===== src/discard_block_coalescer_top_macros.svh =====
// ----------------------------------------------------------------------------
// Discard block coalescer assertion macros
// Concurrent assertion forms used by the dbc_ctrl module.
// ----------------------------------------------------------------------------
`ifndef DISCARD_BLOCK_COALESCER_TOP_MACROS_SVH
`define DISCARD_BLOCK_COALESCER_TOP_MACROS_SVH

// same-cycle implication
`define DBC_ASSERT_IMPL(lbl, clk, rst_n, ante, cons) \
  lbl: assert property (@(posedge clk) disable iff (!rst_n) (ante) |-> (cons)) \
    else $error("dbc assertion failed");

// next-cycle implication
`define DBC_ASSERT_NEXT(lbl, clk, rst_n, ante, cons) \
  lbl: assert property (@(posedge clk) disable iff (!rst_n) (ante) |=> (cons)) \
    else $error("dbc assertion failed");

`endif


===== src/dbc_pkg.sv =====
// ----------------------------------------------------------------------------
// Discard block coalescer package
// Payload types, codes and controller/datapath interface structs.
// ----------------------------------------------------------------------------
package dbc_pkg;

  localparam int unsigned DBC_MAX_BLOCKS = 16;

  localparam logic [1:0] ACT_DISCARD = 2'd0;
  localparam logic [1:0] ACT_SEND    = 2'd1;
  localparam logic [1:0] ACT_TICK    = 2'd2;

  localparam logic KIND_DATA  = 1'b0;
  localparam logic KIND_FLUSH = 1'b1;

  localparam logic CFG_BACKOFF = 1'b0;
  localparam logic CFG_STOPPED = 1'b1;

  localparam logic [15:0] BACKOFF_RESET = 16'd10;

  typedef struct packed {
    logic [1:0]  action;
    logic [31:0] seq_num;
    logic        retx;
  } dbc_in_t;

  typedef struct packed {
    logic        kind;
    logic        retx_out;
    logic        has_block;
    logic [31:0] block_start;
    logic [31:0] block_len;
    logic        last;
  } dbc_out_t;

  // controller -> datapath
  typedef struct packed {
    logic capture;
    logic disc;
    logic tick;
    logic tmr_stop;
    logic start_emit;
    logic kind;
    logic rd;
    logic ld_blk;
    logic ld_empty;
    logic emit_done;
  } dbc_cmd_t;

  // datapath -> controller
  typedef struct packed {
    logic [1:0] action;
    logic       stopped;
    logic       cnt_zero;
    logic       extend;
    logic       new_fills;
    logic       tmr_running;
    logic       tmr_expire;
    logic       emit_last;
    logic       out_free;
  } dbc_sts_t;

endpackage


===== src/dbc_datapath.sv =====
// ----------------------------------------------------------------------------
// Discard block coalescer datapath
// Config registers, block memory, block count, backoff timer, output register.
// ----------------------------------------------------------------------------
module dbc_datapath import dbc_pkg::*; #(
  parameter int unsigned MAX_BLOCKS = DBC_MAX_BLOCKS
) (
  input  logic      clk_i,
  input  logic      rst_ni,
  input  dbc_in_t   in_data_i,
  input  logic      cfg_valid_i,
  input  logic      cfg_idx_i,
  input  logic [15:0] cfg_data_i,
  input  logic      out_ready_i,
  output logic      out_valid_o,
  output dbc_out_t  out_data_o,
  input  dbc_cmd_t  cmd_i,
  output dbc_sts_t  sts_o
);

  localparam int unsigned IW = $clog2(MAX_BLOCKS);
  localparam int unsigned CW = $clog2(MAX_BLOCKS + 1);

  dbc_in_t     item_q;
  logic [15:0] backoff_q;
  logic        stopped_q;
  logic [CW-1:0] count_q, count_d;
  logic [31:0] last_start_q, last_start_d;
  logic [31:0] last_len_q, last_len_d;
  logic        running_q, running_d;
  logic [15:0] elapsed_q, elapsed_d;
  logic [IW-1:0] idx_q, idx_d;
  logic        msg_kind_q;
  logic        msg_retx_q;
  logic        out_valid_q, out_valid_d;
  dbc_out_t    out_q, out_d;

  logic [63:0] mem_q [MAX_BLOCKS];
  logic [63:0] rdata_q;
  logic        we;
  logic [IW-1:0] waddr;
  logic [63:0] wdata;

  logic [15:0] elapsed_inc;
  logic [31:0] last_end;

  assign elapsed_inc = (elapsed_q == 16'hFFFF) ? elapsed_q : elapsed_q + 16'd1;
  assign last_end    = last_start_q + last_len_q;

  always_comb begin
    sts_o.action      = item_q.action;
    sts_o.stopped     = stopped_q;
    sts_o.cnt_zero    = (count_q == '0);
    sts_o.extend      = (last_end == item_q.seq_num);
    sts_o.new_fills   = (count_q == CW'(MAX_BLOCKS - 1));
    sts_o.tmr_running = running_q;
    sts_o.tmr_expire  = (elapsed_inc >= backoff_q);
    sts_o.emit_last   = ((CW'(idx_q) + CW'(1)) == count_q);
    sts_o.out_free    = !out_valid_q || out_ready_i;
  end

  // block list update on a discard; the list is cleared when a message is done
  always_comb begin
    count_d      = count_q;
    last_start_d = last_start_q;
    last_len_d   = last_len_q;
    we           = 1'b0;
    waddr        = '0;
    wdata        = '0;
    if (cmd_i.disc) begin
      we = 1'b1;
      if (count_q == '0) begin
        waddr        = '0;
        wdata        = {item_q.seq_num, 32'd1};
        last_start_d = item_q.seq_num;
        last_len_d   = 32'd1;
        count_d      = CW'(1);
      end else if (sts_o.extend) begin
        waddr      = IW'(count_q - CW'(1));
        wdata      = {last_start_q, last_len_q + 32'd1};
        last_len_d = last_len_q + 32'd1;
      end else begin
        waddr        = count_q[IW-1:0];
        wdata        = {item_q.seq_num, 32'd1};
        last_start_d = item_q.seq_num;
        last_len_d   = 32'd1;
        count_d      = count_q + CW'(1);
      end
    end
    if (cmd_i.emit_done) begin
      count_d = '0;
    end
  end

  always_comb begin
    running_d = running_q;
    elapsed_d = elapsed_q;
    if (cmd_i.disc && !running_q) begin
      running_d = 1'b1;
      elapsed_d = '0;
    end
    if (cmd_i.tick) begin
      elapsed_d = elapsed_inc;
    end
    if (cmd_i.tmr_stop) begin
      running_d = 1'b0;
    end
  end

  always_comb begin
    idx_d       = idx_q;
    out_valid_d = out_valid_q && !out_ready_i;
    out_d       = out_q;
    if (cmd_i.ld_blk) begin
      out_valid_d       = 1'b1;
      out_d.kind        = msg_kind_q;
      out_d.retx_out    = msg_retx_q;
      out_d.has_block   = 1'b1;
      out_d.block_start = rdata_q[63:32];
      out_d.block_len   = rdata_q[31:0];
      out_d.last        = sts_o.emit_last;
      idx_d             = idx_q + IW'(1);
    end
    if (cmd_i.ld_empty) begin
      out_valid_d       = 1'b1;
      out_d.kind        = KIND_DATA;
      out_d.retx_out    = item_q.retx;
      out_d.has_block   = 1'b0;
      out_d.block_start = '0;
      out_d.block_len   = '0;
      out_d.last        = 1'b1;
    end
    if (cmd_i.emit_done || cmd_i.start_emit) begin
      idx_d = '0;
    end
  end

  always_ff @(posedge clk_i or negedge rst_ni) begin
    if (!rst_ni) begin
      backoff_q   <= BACKOFF_RESET;
      stopped_q   <= 1'b0;
      count_q     <= '0;
      running_q   <= 1'b0;
      elapsed_q   <= '0;
      idx_q       <= '0;
      out_valid_q <= 1'b0;
    end else begin
      if (cfg_valid_i) begin
        if (cfg_idx_i == CFG_BACKOFF) begin
          backoff_q <= cfg_data_i;
        end else begin
          stopped_q <= cfg_data_i[0];
        end
      end
      count_q     <= count_d;
      running_q   <= running_d;
      elapsed_q   <= elapsed_d;
      idx_q       <= idx_d;
      out_valid_q <= out_valid_d;
    end
  end

  always_ff @(posedge clk_i) begin
    if (cmd_i.capture) begin
      item_q <= in_data_i;
    end
    if (cmd_i.start_emit) begin
      msg_kind_q <= cmd_i.kind;
      msg_retx_q <= (cmd_i.kind == KIND_FLUSH) ? 1'b0 : item_q.retx;
    end
    last_start_q <= last_start_d;
    last_len_q   <= last_len_d;
    out_q        <= out_d;
  end

  // block store
  always_ff @(posedge clk_i) begin
    if (we) begin
      mem_q[waddr] <= wdata;
    end
    if (cmd_i.rd) begin
      rdata_q <= mem_q[idx_q];
    end
  end

  assign out_valid_o = out_valid_q;
  assign out_data_o  = out_q;

endmodule


===== src/dbc_ctrl.sv =====
// ----------------------------------------------------------------------------
// Discard block coalescer controller
// Sequences request decode, block list update and message readout.
// ----------------------------------------------------------------------------
`include "discard_block_coalescer_top_macros.svh"

module dbc_ctrl import dbc_pkg::*; (
  input  logic     clk_i,
  input  logic     rst_ni,
  input  logic     in_valid_i,
  output logic     in_ready_o,
  input  dbc_sts_t sts_i,
  output dbc_cmd_t cmd_o
);

  localparam logic [2:0] ST_IDLE  = 3'd0;
  localparam logic [2:0] ST_EXEC  = 3'd1;
  localparam logic [2:0] ST_READ  = 3'd2;
  localparam logic [2:0] ST_LOAD  = 3'd3;
  localparam logic [2:0] ST_EMPTY = 3'd4;

  logic [2:0] state_q, state_d;

  assign in_ready_o = (state_q == ST_IDLE);

  always_comb begin
    state_d = state_q;
    cmd_o   = '0;
    unique case (state_q)
      ST_IDLE: begin
        if (in_valid_i) begin
          cmd_o.capture = 1'b1;
          state_d       = ST_EXEC;
        end
      end
      ST_EXEC: begin
        state_d = ST_IDLE;
        unique case (sts_i.action)
          ACT_DISCARD: begin
            cmd_o.disc = 1'b1;
            // opening a block in the last free slot flushes, stopped or not
            if (!sts_i.cnt_zero && !sts_i.extend && sts_i.new_fills) begin
              cmd_o.tmr_stop   = 1'b1;
              cmd_o.start_emit = 1'b1;
              cmd_o.kind       = KIND_FLUSH;
              state_d          = ST_READ;
            end
          end
          ACT_SEND: begin
            if (!sts_i.stopped) begin
              cmd_o.tmr_stop = 1'b1;
              if (sts_i.cnt_zero) begin
                state_d = ST_EMPTY;
              end else begin
                cmd_o.start_emit = 1'b1;
                cmd_o.kind       = KIND_DATA;
                state_d          = ST_READ;
              end
            end
          end
          ACT_TICK: begin
            if (sts_i.tmr_running) begin
              cmd_o.tick = 1'b1;
              if (sts_i.tmr_expire) begin
                cmd_o.tmr_stop = 1'b1;
                if (!sts_i.stopped && !sts_i.cnt_zero) begin
                  cmd_o.start_emit = 1'b1;
                  cmd_o.kind       = KIND_FLUSH;
                  state_d          = ST_READ;
                end
              end
            end
          end
          default: begin
            state_d = ST_IDLE;
          end
        endcase
      end
      ST_READ: begin
        cmd_o.rd = 1'b1;
        state_d  = ST_LOAD;
      end
      ST_LOAD: begin
        if (sts_i.out_free) begin
          cmd_o.ld_blk = 1'b1;
          if (sts_i.emit_last) begin
            cmd_o.emit_done = 1'b1;
            state_d         = ST_IDLE;
          end else begin
            state_d = ST_READ;
          end
        end
      end
      ST_EMPTY: begin
        if (sts_i.out_free) begin
          cmd_o.ld_empty = 1'b1;
          state_d        = ST_IDLE;
        end
      end
      default: begin
        state_d = ST_IDLE;
      end
    endcase
  end

  always_ff @(posedge clk_i or negedge rst_ni) begin
    if (!rst_ni) begin
      state_q <= ST_IDLE;
    end else begin
      state_q <= state_d;
    end
  end

  `DBC_ASSERT_NEXT(a_accept_exec, clk_i, rst_ni, in_valid_i && in_ready_o, state_q == ST_EXEC)
  `DBC_ASSERT_IMPL(a_load_after_read, clk_i, rst_ni, state_q == ST_LOAD, $past(state_q) == ST_READ || $past(state_q) == ST_LOAD)
  `DBC_ASSERT_IMPL(a_empty_after_exec, clk_i, rst_ni, state_q == ST_EMPTY, $past(state_q) == ST_EXEC || $past(state_q) == ST_EMPTY)

endmodule


===== src/discard_block_coalescer_top.sv =====
// ----------------------------------------------------------------------------
// Discard block coalescer top level
// Gathers discarded sequence numbers into blocks and emits them as messages.
// ----------------------------------------------------------------------------
// A request is captured when it is taken and decoded in the next cycle. A
// message is sent as a sequence of blocks: each block is one read of the
// block memory followed by a load of the output register. A send with no
// pending blocks loads a single message with no block instead. Each load
// waits while the output register is full and not taken.
// Configuration writes are taken in any cycle.
module discard_block_coalescer_top import dbc_pkg::*; #(
  parameter int unsigned MAX_BLOCKS = DBC_MAX_BLOCKS
) (
  input  logic        clk_i,
  input  logic        rst_ni,
  input  logic        in_valid_i,
  output logic        in_ready_o,
  input  dbc_in_t     in_data_i,
  output logic        out_valid_o,
  input  logic        out_ready_i,
  output dbc_out_t    out_data_o,
  input  logic        cfg_valid_i,
  output logic        cfg_ready_o,
  input  logic        cfg_idx_i,
  input  logic [15:0] cfg_data_i
);

  dbc_cmd_t cmd;
  dbc_sts_t sts;

  assign cfg_ready_o = 1'b1;

  dbc_ctrl u_ctrl (
    .clk_i      (clk_i),
    .rst_ni     (rst_ni),
    .in_valid_i (in_valid_i),
    .in_ready_o (in_ready_o),
    .sts_i      (sts),
    .cmd_o      (cmd)
  );

  dbc_datapath #(
    .MAX_BLOCKS (MAX_BLOCKS)
  ) u_datapath (
    .clk_i       (clk_i),
    .rst_ni      (rst_ni),
    .in_data_i   (in_data_i),
    .cfg_valid_i (cfg_valid_i),
    .cfg_idx_i   (cfg_idx_i),
    .cfg_data_i  (cfg_data_i),
    .out_ready_i (out_ready_i),
    .out_valid_o (out_valid_o),
    .out_data_o  (out_data_o),
    .cmd_i       (cmd),
    .sts_o       (sts)
  );

endmodule

===== config.mk =====
export PLATFORM = sky130hd
export DESIGN_NAME = discard_block_coalescer_top
export DESIGN_NICKNAME = d
export VERILOG_FILES = /design/src/dbc_pkg.sv /design/src/dbc_datapath.sv /design/src/dbc_ctrl.sv /design/src/discard_block_coalescer_top.sv
export VERILOG_INCLUDE_DIRS = /design/src /design/src/src
export SDC_FILE = /design/constraint.sdc
export NUM_CORES = 2
export LEC_CHECK = 0
export BUFFER_PORTS_ARGS = -buffer_cell sky130_fd_sc_hd__buf_4
export CORE_MARGIN = 2
export CORE_UTILIZATION = 30
export DETAILED_ROUTE_END_ITERATION = 8
export GPL_TIMING_DRIVEN = 1
export HOLD_SLACK_MARGIN = 0.15
export SYNTH_ARGS = -nofsm -noshare
export SYNTH_HDL_FRONTEND = slang
export SYNTH_SLANG_ARGS = --single-unit

===== constraint.sdc =====
create_clock -name clk_i -period 16.95 [get_ports clk_i]
set_input_delay 3.39 -clock clk_i [delete_from_list [all_inputs] [get_ports clk_i]]
set_output_delay 3.39 -clock clk_i [all_outputs]
set_load 0.005 [all_outputs]

# After elaboration in Yosys (flattened, before gate mapping)
# Memory sizes are Yosys's and may differ from the RTL's. A register that Yosys moved wholly into a read port is not among the register bits.
# Cells that the tools add are included.
# totals
register_bits	216
ramBits	1024
out_inout_bits	71
word_cells	131
mem_count	1
# op_classes
n_addsub	7
order_cmp	1
n_eq_ne	15
n_mux	57
n_bitwise	2
reduce_logical	27
# memory_table
name	words	width	read_ports	rd_clocked_by_memory_dff	wr	line_no	text
u_datapath.mem_q	16	64	1	1	1	dbc_datapath.sv:38	logic [63:0] mem_q [MAX_BLOCKS];
# op_table
operator	count
64-bit two-way mux	3
67-bit two-way mux	2
32-bit two-way mux	2
16-bit two-way mux	3
32-bit by 1-bit adder with 32-bit output, second input constant	1
32-bit adder	1
32-bit == test	1
3-bit two-way mux	9
5-bit two-way mux	5
4-bit two-way mux	6
1-bit two-way mux	18
3-bit case mux with 3 select lines	2
16-bit by 1-bit adder with 16-bit output, second input constant	1
16-bit == test, second input constant	1
16-bit greater-or-equal comparator	1
3-bit case mux with 5 select lines	1
2-bit two-way mux	6
2-bit nonzero test	5
2-bit AND reduction	4
3-bit by 2-bit == test with 1-bit output, second input constant	2
1-bit zero test	6
2-bit != test, second input constant	3
4-bit by 1-bit adder with 5-bit output, second input constant	1
5-bit by 1-bit adder with 5-bit output, second input constant	1
18 further kinds	24

# Depth between registers and ports, before layout
# depth
ltp_word	11
mapped_depth	19

# By module
# From an unflattened synthesis, not the netlist that was laid out.
# unflattened
cells_unflattened	2768
hier_area_um2	52577.9
# modules_own_cells
mod	n_inst	cells_each	area_per_inst_um2	seq_area_each_um2
dbc_datapath	1	2726	52261.4	38179.1
dbc_ctrl	1	40	305.3	75.1
discard_block_coalescer_top	1	2	11.3	0.0

# Worst setup path after synthesis
# OpenSTA, ideal clock, no wires.
# synth_timing
path_kind	reg2reg
from	register u_datapath.last_len_q[0]
to	memory u_datapath.mem_q[4][0] (enable)
setup_ps	565
arrival_ps	7977
path_slack_ps	8408
stages_incl_launch_ff	14
period_less_slack_ps	8542
path_cell_list	edfxtp_1 > ha_1 > fa_1 > a21o_1 > a41oi_2 > a2111oi_1 > or3_4 > o41ai_4 > mux2i_1 > nor4b_4 > nand4_4 > nor2_1 > mux2_2 > nor3_1
# synth_between
elab_chain_cells	5
# synth_lines
item	line_no	text
from (decl)	dbc_datapath.sv:29	logic [31:0] last_len_q, last_len_d;
from (signal assigned)	dbc_datapath.sv:172	last_len_q <= last_len_d;
32-bit adder	dbc_datapath.sv:48	assign last_end = last_start_q + last_len_q;
32-bit == test	dbc_datapath.sv:54	sts_o.extend = (last_end == item_q.seq_num);
4-bit two-way mux	dbc_datapath.sv:78	end else if (sts_o.extend) begin
4-bit two-way mux	dbc_datapath.sv:72	if (count_q == '0) begin
4-bit two-way mux	dbc_datapath.sv:70	if (cmd_i.disc) begin
to (decl)	dbc_datapath.sv:38	
# Every way passes these cells.

# Final worst setup path
# layout_timing
from	register u_datapath.last_len_q[0]
to	memory u_datapath.mem_q[2][1], data pin
# layout_between
elab_chain_cells	5
elab_cells_between_ends	6
classes_between	2 x add/sub; 1 x eq/ne; 3 x mux
# layout_lines
item	line_no	text
32-bit adder	dbc_datapath.sv:48	
32-bit == test	dbc_datapath.sv:54	
64-bit two-way mux (*)	dbc_datapath.sv:78	
64-bit two-way mux (*)	dbc_datapath.sv:72	
64-bit two-way mux (*)	dbc_datapath.sv:70	
via u_datapath.wdata[1]	dbc_datapath.sv:42	logic [63:0] wdata;
# The timed path passes the listed nets; every way through them passes the cells marked *.

==> flow_summary.toml <==
[critical_path]
reg2reg_from = "u_datapath.last_len_q[0]"
critPathKind = "flip-flop to flip-flop"
path_max_fanout = 35
arrival_ns = 6.78
crit_start = "u_datapath.last_len_q[0]"
crit_required_ns = 17.37
end_kind = "flip-flop"
worst_setup_path_start_kind = "flip-flop"

[power_and_ir_drop]
vdd_ir_drop_max_mv = 0.109
p_leak_nw = 20.6
p_per_area_mw_per_mm2 = 150

[yosys]
ys_ff_latch = 1304
yosys_warnings = 0
synth_flop_cell = "edfxtp_1"
synth_seq_area_share_pct = 73.2
synth.distinct_cells = 82
syn_area_per_cell_um2 = 18.7
synth_edf_count = 1190
synth_area_mm2 = 0.0523
synthCells = 2800
syn_nets = 2912
async_flop_share_pct = 3.60

[detailed_routing]
viasPerCell = 4.93
drtPass1Iterations = 5
ant_nets = 0
vias = 26700
post_drt_wl_per_cell_um = 24.2
drt_iter0_drc = 2503
post-route-drc-count = 0
finalWirelength_um = 131000

[die]
initial_utilization_pct = 30.1
rows = 153
io_pins = 128
core_mm2 = 0.173
dieHeight_um = 421
die_w_um = 421
die_area_mm2 = 0.178

[grt]
grt_pass1_wl_um = 190000
antenna_found_initial = 2
grt.overflow.total = 0
grt_max_degree = 142
track_usage_pct = 14.6
grt_pass1_vias = 27200

[flow_run]
cap_violations = 0

[cells_and_area]
syn2layout_area_growth_pct = 15.8
fin_nets = 3095
fillers = 16200
drive_above_1_share_pct = 24.0
antennaDiodeCount = 0

[sta]
slew_headroom_pct = 10.3
min_period_ns = 6.37
period_share_pct = 37.6
hold_viol_final = 0
drv_slew = 0
whs_ns = 0.454
grt_setup_unrepaired = "no"
fin_setup_tns_ns = 0
tightest_slew_ns = 1.35
setup-violations-final = 0
fin_skew_ns = 0.0322
fmax_mhz = 157

[clock_tree]
cts_tree = "done"
cts_buffers = 134
clock-sinks = 1304
clkLatencyLatePin_ns = 0.78
cts_max_level = 4
cts_hold_buf = 0
cts_root_buffer = "clkbuf_16"
path_clk_slew_ns = 0.06
post-cts-setup-buffers = 0
clockBufferDepth = 3
ctsResizeCount = 0

[hold_path]
min_from = "u_datapath.out_data_o[47]"
hold_class = "flip-flop to flip-flop"

[placement]
dp.final_hpwl_um = 76800
io_buffers = 126
gp_congestion = 0.935

[outcome]
outcome = "complete, no violations"
-- cell usage after synthesis, drive strengths merged (7+ instances only) --
cell	number	area (um2)
edfxtp	1190	35700
mux4	320	7210
nand2	222	833
nor2	154	586
a21oi	128	648
clkbuf	94	353
dfxtp	67	1340
ha	54	676
o21ai	51	255
xnor2	48	420
dfrtp	45	1130
xor2	42	368
mux2i	41	410
buf	37	171
inv	34	128
nor3	31	155
nand4	29	196
nand3	24	120
a21o	16	120
a22o	15	131
and3	14	87.6
nor2b	12	75.1
nand2b	9	56.3
a31oi	8	56.3
and2	7	43.8
o211ai	7	52.6
or2	7	43.8
-- cells in the final DEF (no fill, tap or decap), types with 8 or more instances in the layout --
| cell type | count |
|---|---|
| clkbuf_1 | 35 |
| a21oi_1 | 126 |
| mux4_2 | 320 |
| dfxtp_1 | 67 |
| ha_1 | 54 |
| nand2b_1 | 9 |
| a21o_1 | 16 |
| nand2_1 | 221 |
| clkbuf_8 | 8 |
| nand4_1 | 28 |
| inv_1 | 34 |
| clkinv_1 | 26 |
| nor2_1 | 146 |
| xnor2_1 | 48 |
| mux2i_1 | 41 |
| dfrtp_1 | 41 |
| xor2_1 | 42 |
| a22o_1 | 15 |
| clkbuf_16 | 136 |
| bufinv_16 | 10 |
| nor2b_1 | 12 |
| buf_4 | 176 |
| edfxtp_1 | 1190 |
| clkinv_2 | 16 |
| and3_1 | 14 |
| o21ai_0 | 46 |
| nor2_4 | 8 |
| nand3_1 | 22 |
| nor3_2 | 13 |
| nor3_1 | 18 |
-- final timing paths --
check                           slack [ns]  cells after the start                         to
worst max-delay path                 10.58                     14     u_datapath.mem_q[2][1]
worst min-delay path                  0.45                      2  u_datapath.out_data_o[47]
worst max register to register       10.58                     14     u_datapath.mem_q[2][1]
worst min register to register        0.45                      2  u_datapath.out_data_o[47]
max in group asynchronous            13.79                      1        u_datapath.idx_q[1]
min in group asynchronous             2.65                      1   u_datapath.backoff_q[13]
-- report_power, final --
part	internal (mW)	switching (mW)	total [mW]	leakage, nW
sequential	3.86	0.256	4.11	13.1
combinational	0.956	1.09	2.04	5.31
clock	1.68	1.25	2.94	2.12
-- metal layers --
metal  GRT usage (%)  vias up  wire [um]
li1                -    11600          -
met1            19.2    14200      55500
met2            24.9      767      66600
met3            2.29      184       6180
met4            4.01        0       2990
met5               0        -          0
-- flip-flops by register name (all words and copies together) (netlist names) --
name and count:
u_ctrl.state_q 3, u_datapath.backoff_q 16, u_datapath.count_q 5, u_datapath.elapsed_q 16, u_datapath.idx_q 4, u_datapath.item_q 33, u_datapath.last_len_q 32, u_datapath.last_start_q 32
u_datapath.mem_q 1024, u_datapath.msg_kind_q 1, u_datapath.msg_retx_q 1, u_datapath.out_data_o 68, u_datapath.out_valid_o 1, u_datapath.rdata_q 64, u_datapath.running_q 1, u_datapath.stopped_q 1
u_datapath.sts_o 2
-- logic make-up (layout without fill, tap and decap cells) --
| kind of cell | Yosys count | count (layout) | synth area share [%] |
|---|---|---|---|
| mux | 365 | 365 | 14.7 |
| simple gates | 537 | 537 | 4.64 |
| flops | 1304 | 1304 | 73.2 |
| buf+inv | 166 | 461 | 1.25 |
| other cells | 1 | 1 | 0.00717 |
| fa+ha+maj | 55 | 55 | 1.33 |
| xor+xnor | 90 | 90 | 1.51 |
| compound gates | 282 | 282 | 3.42 |
-- area by class of cell --
| cell class | count | area (um2) | share of cell area, % |
|---|---|---|---|
| well taps | 2325 | 2910 | 4.80 |
| clock buffers | 179 | 3640 | 6.02 |
| repair buffers | 178 | 1360 | 2.25 |
| clock inverters | 69 | 733 | 1.21 |
| inverters | 35 | 131 | 0.217 |
| multi-input cells | 1330 | 13500 | 22.3 |
| flip-flops and latches | 1304 | 38300 | 63.2 |
-- critical path, stage by stage (launching register included) --
cell      delay (ns)
edfxtp_1        0.49
ha_1            0.28
fa_1            0.41
a21o_1          0.22
a41oi_2         0.35
a211o_1         0.18
o211a_2         0.23
mux2i_1         0.08
or4_1           0.47
nor3_1          0.39
nand4_4         0.37
nor2_4          0.16
buf_4           0.53
nand2_2         0.77
nor2_1          1.07
-- per-stage QoR --
| step | utilization, % | instance area [um2] | worst slack [ns] | total power [mW] | instances |
|---|---|---|---|---|---|
| final | 34.9 | 60600 | 10.58 | 9.09 | 5420 |
| after global routing | 34.9 | 60600 | 10.17 | 9.49 | 5420 |
| after CTS | 34.9 | 60600 | 10.52 | 9.21 | 5420 |
| after detailed placement | 32.4 | 56200 | 10.53 | 6.28 | 5172 |
| after global placement | 32.4 | 56200 | 10.59 | 6.27 | 5172 |
| after floorplan | - | 52300 | 8.41 | 5.51 | 2800 |
Power figures use the tool's default switching activity.
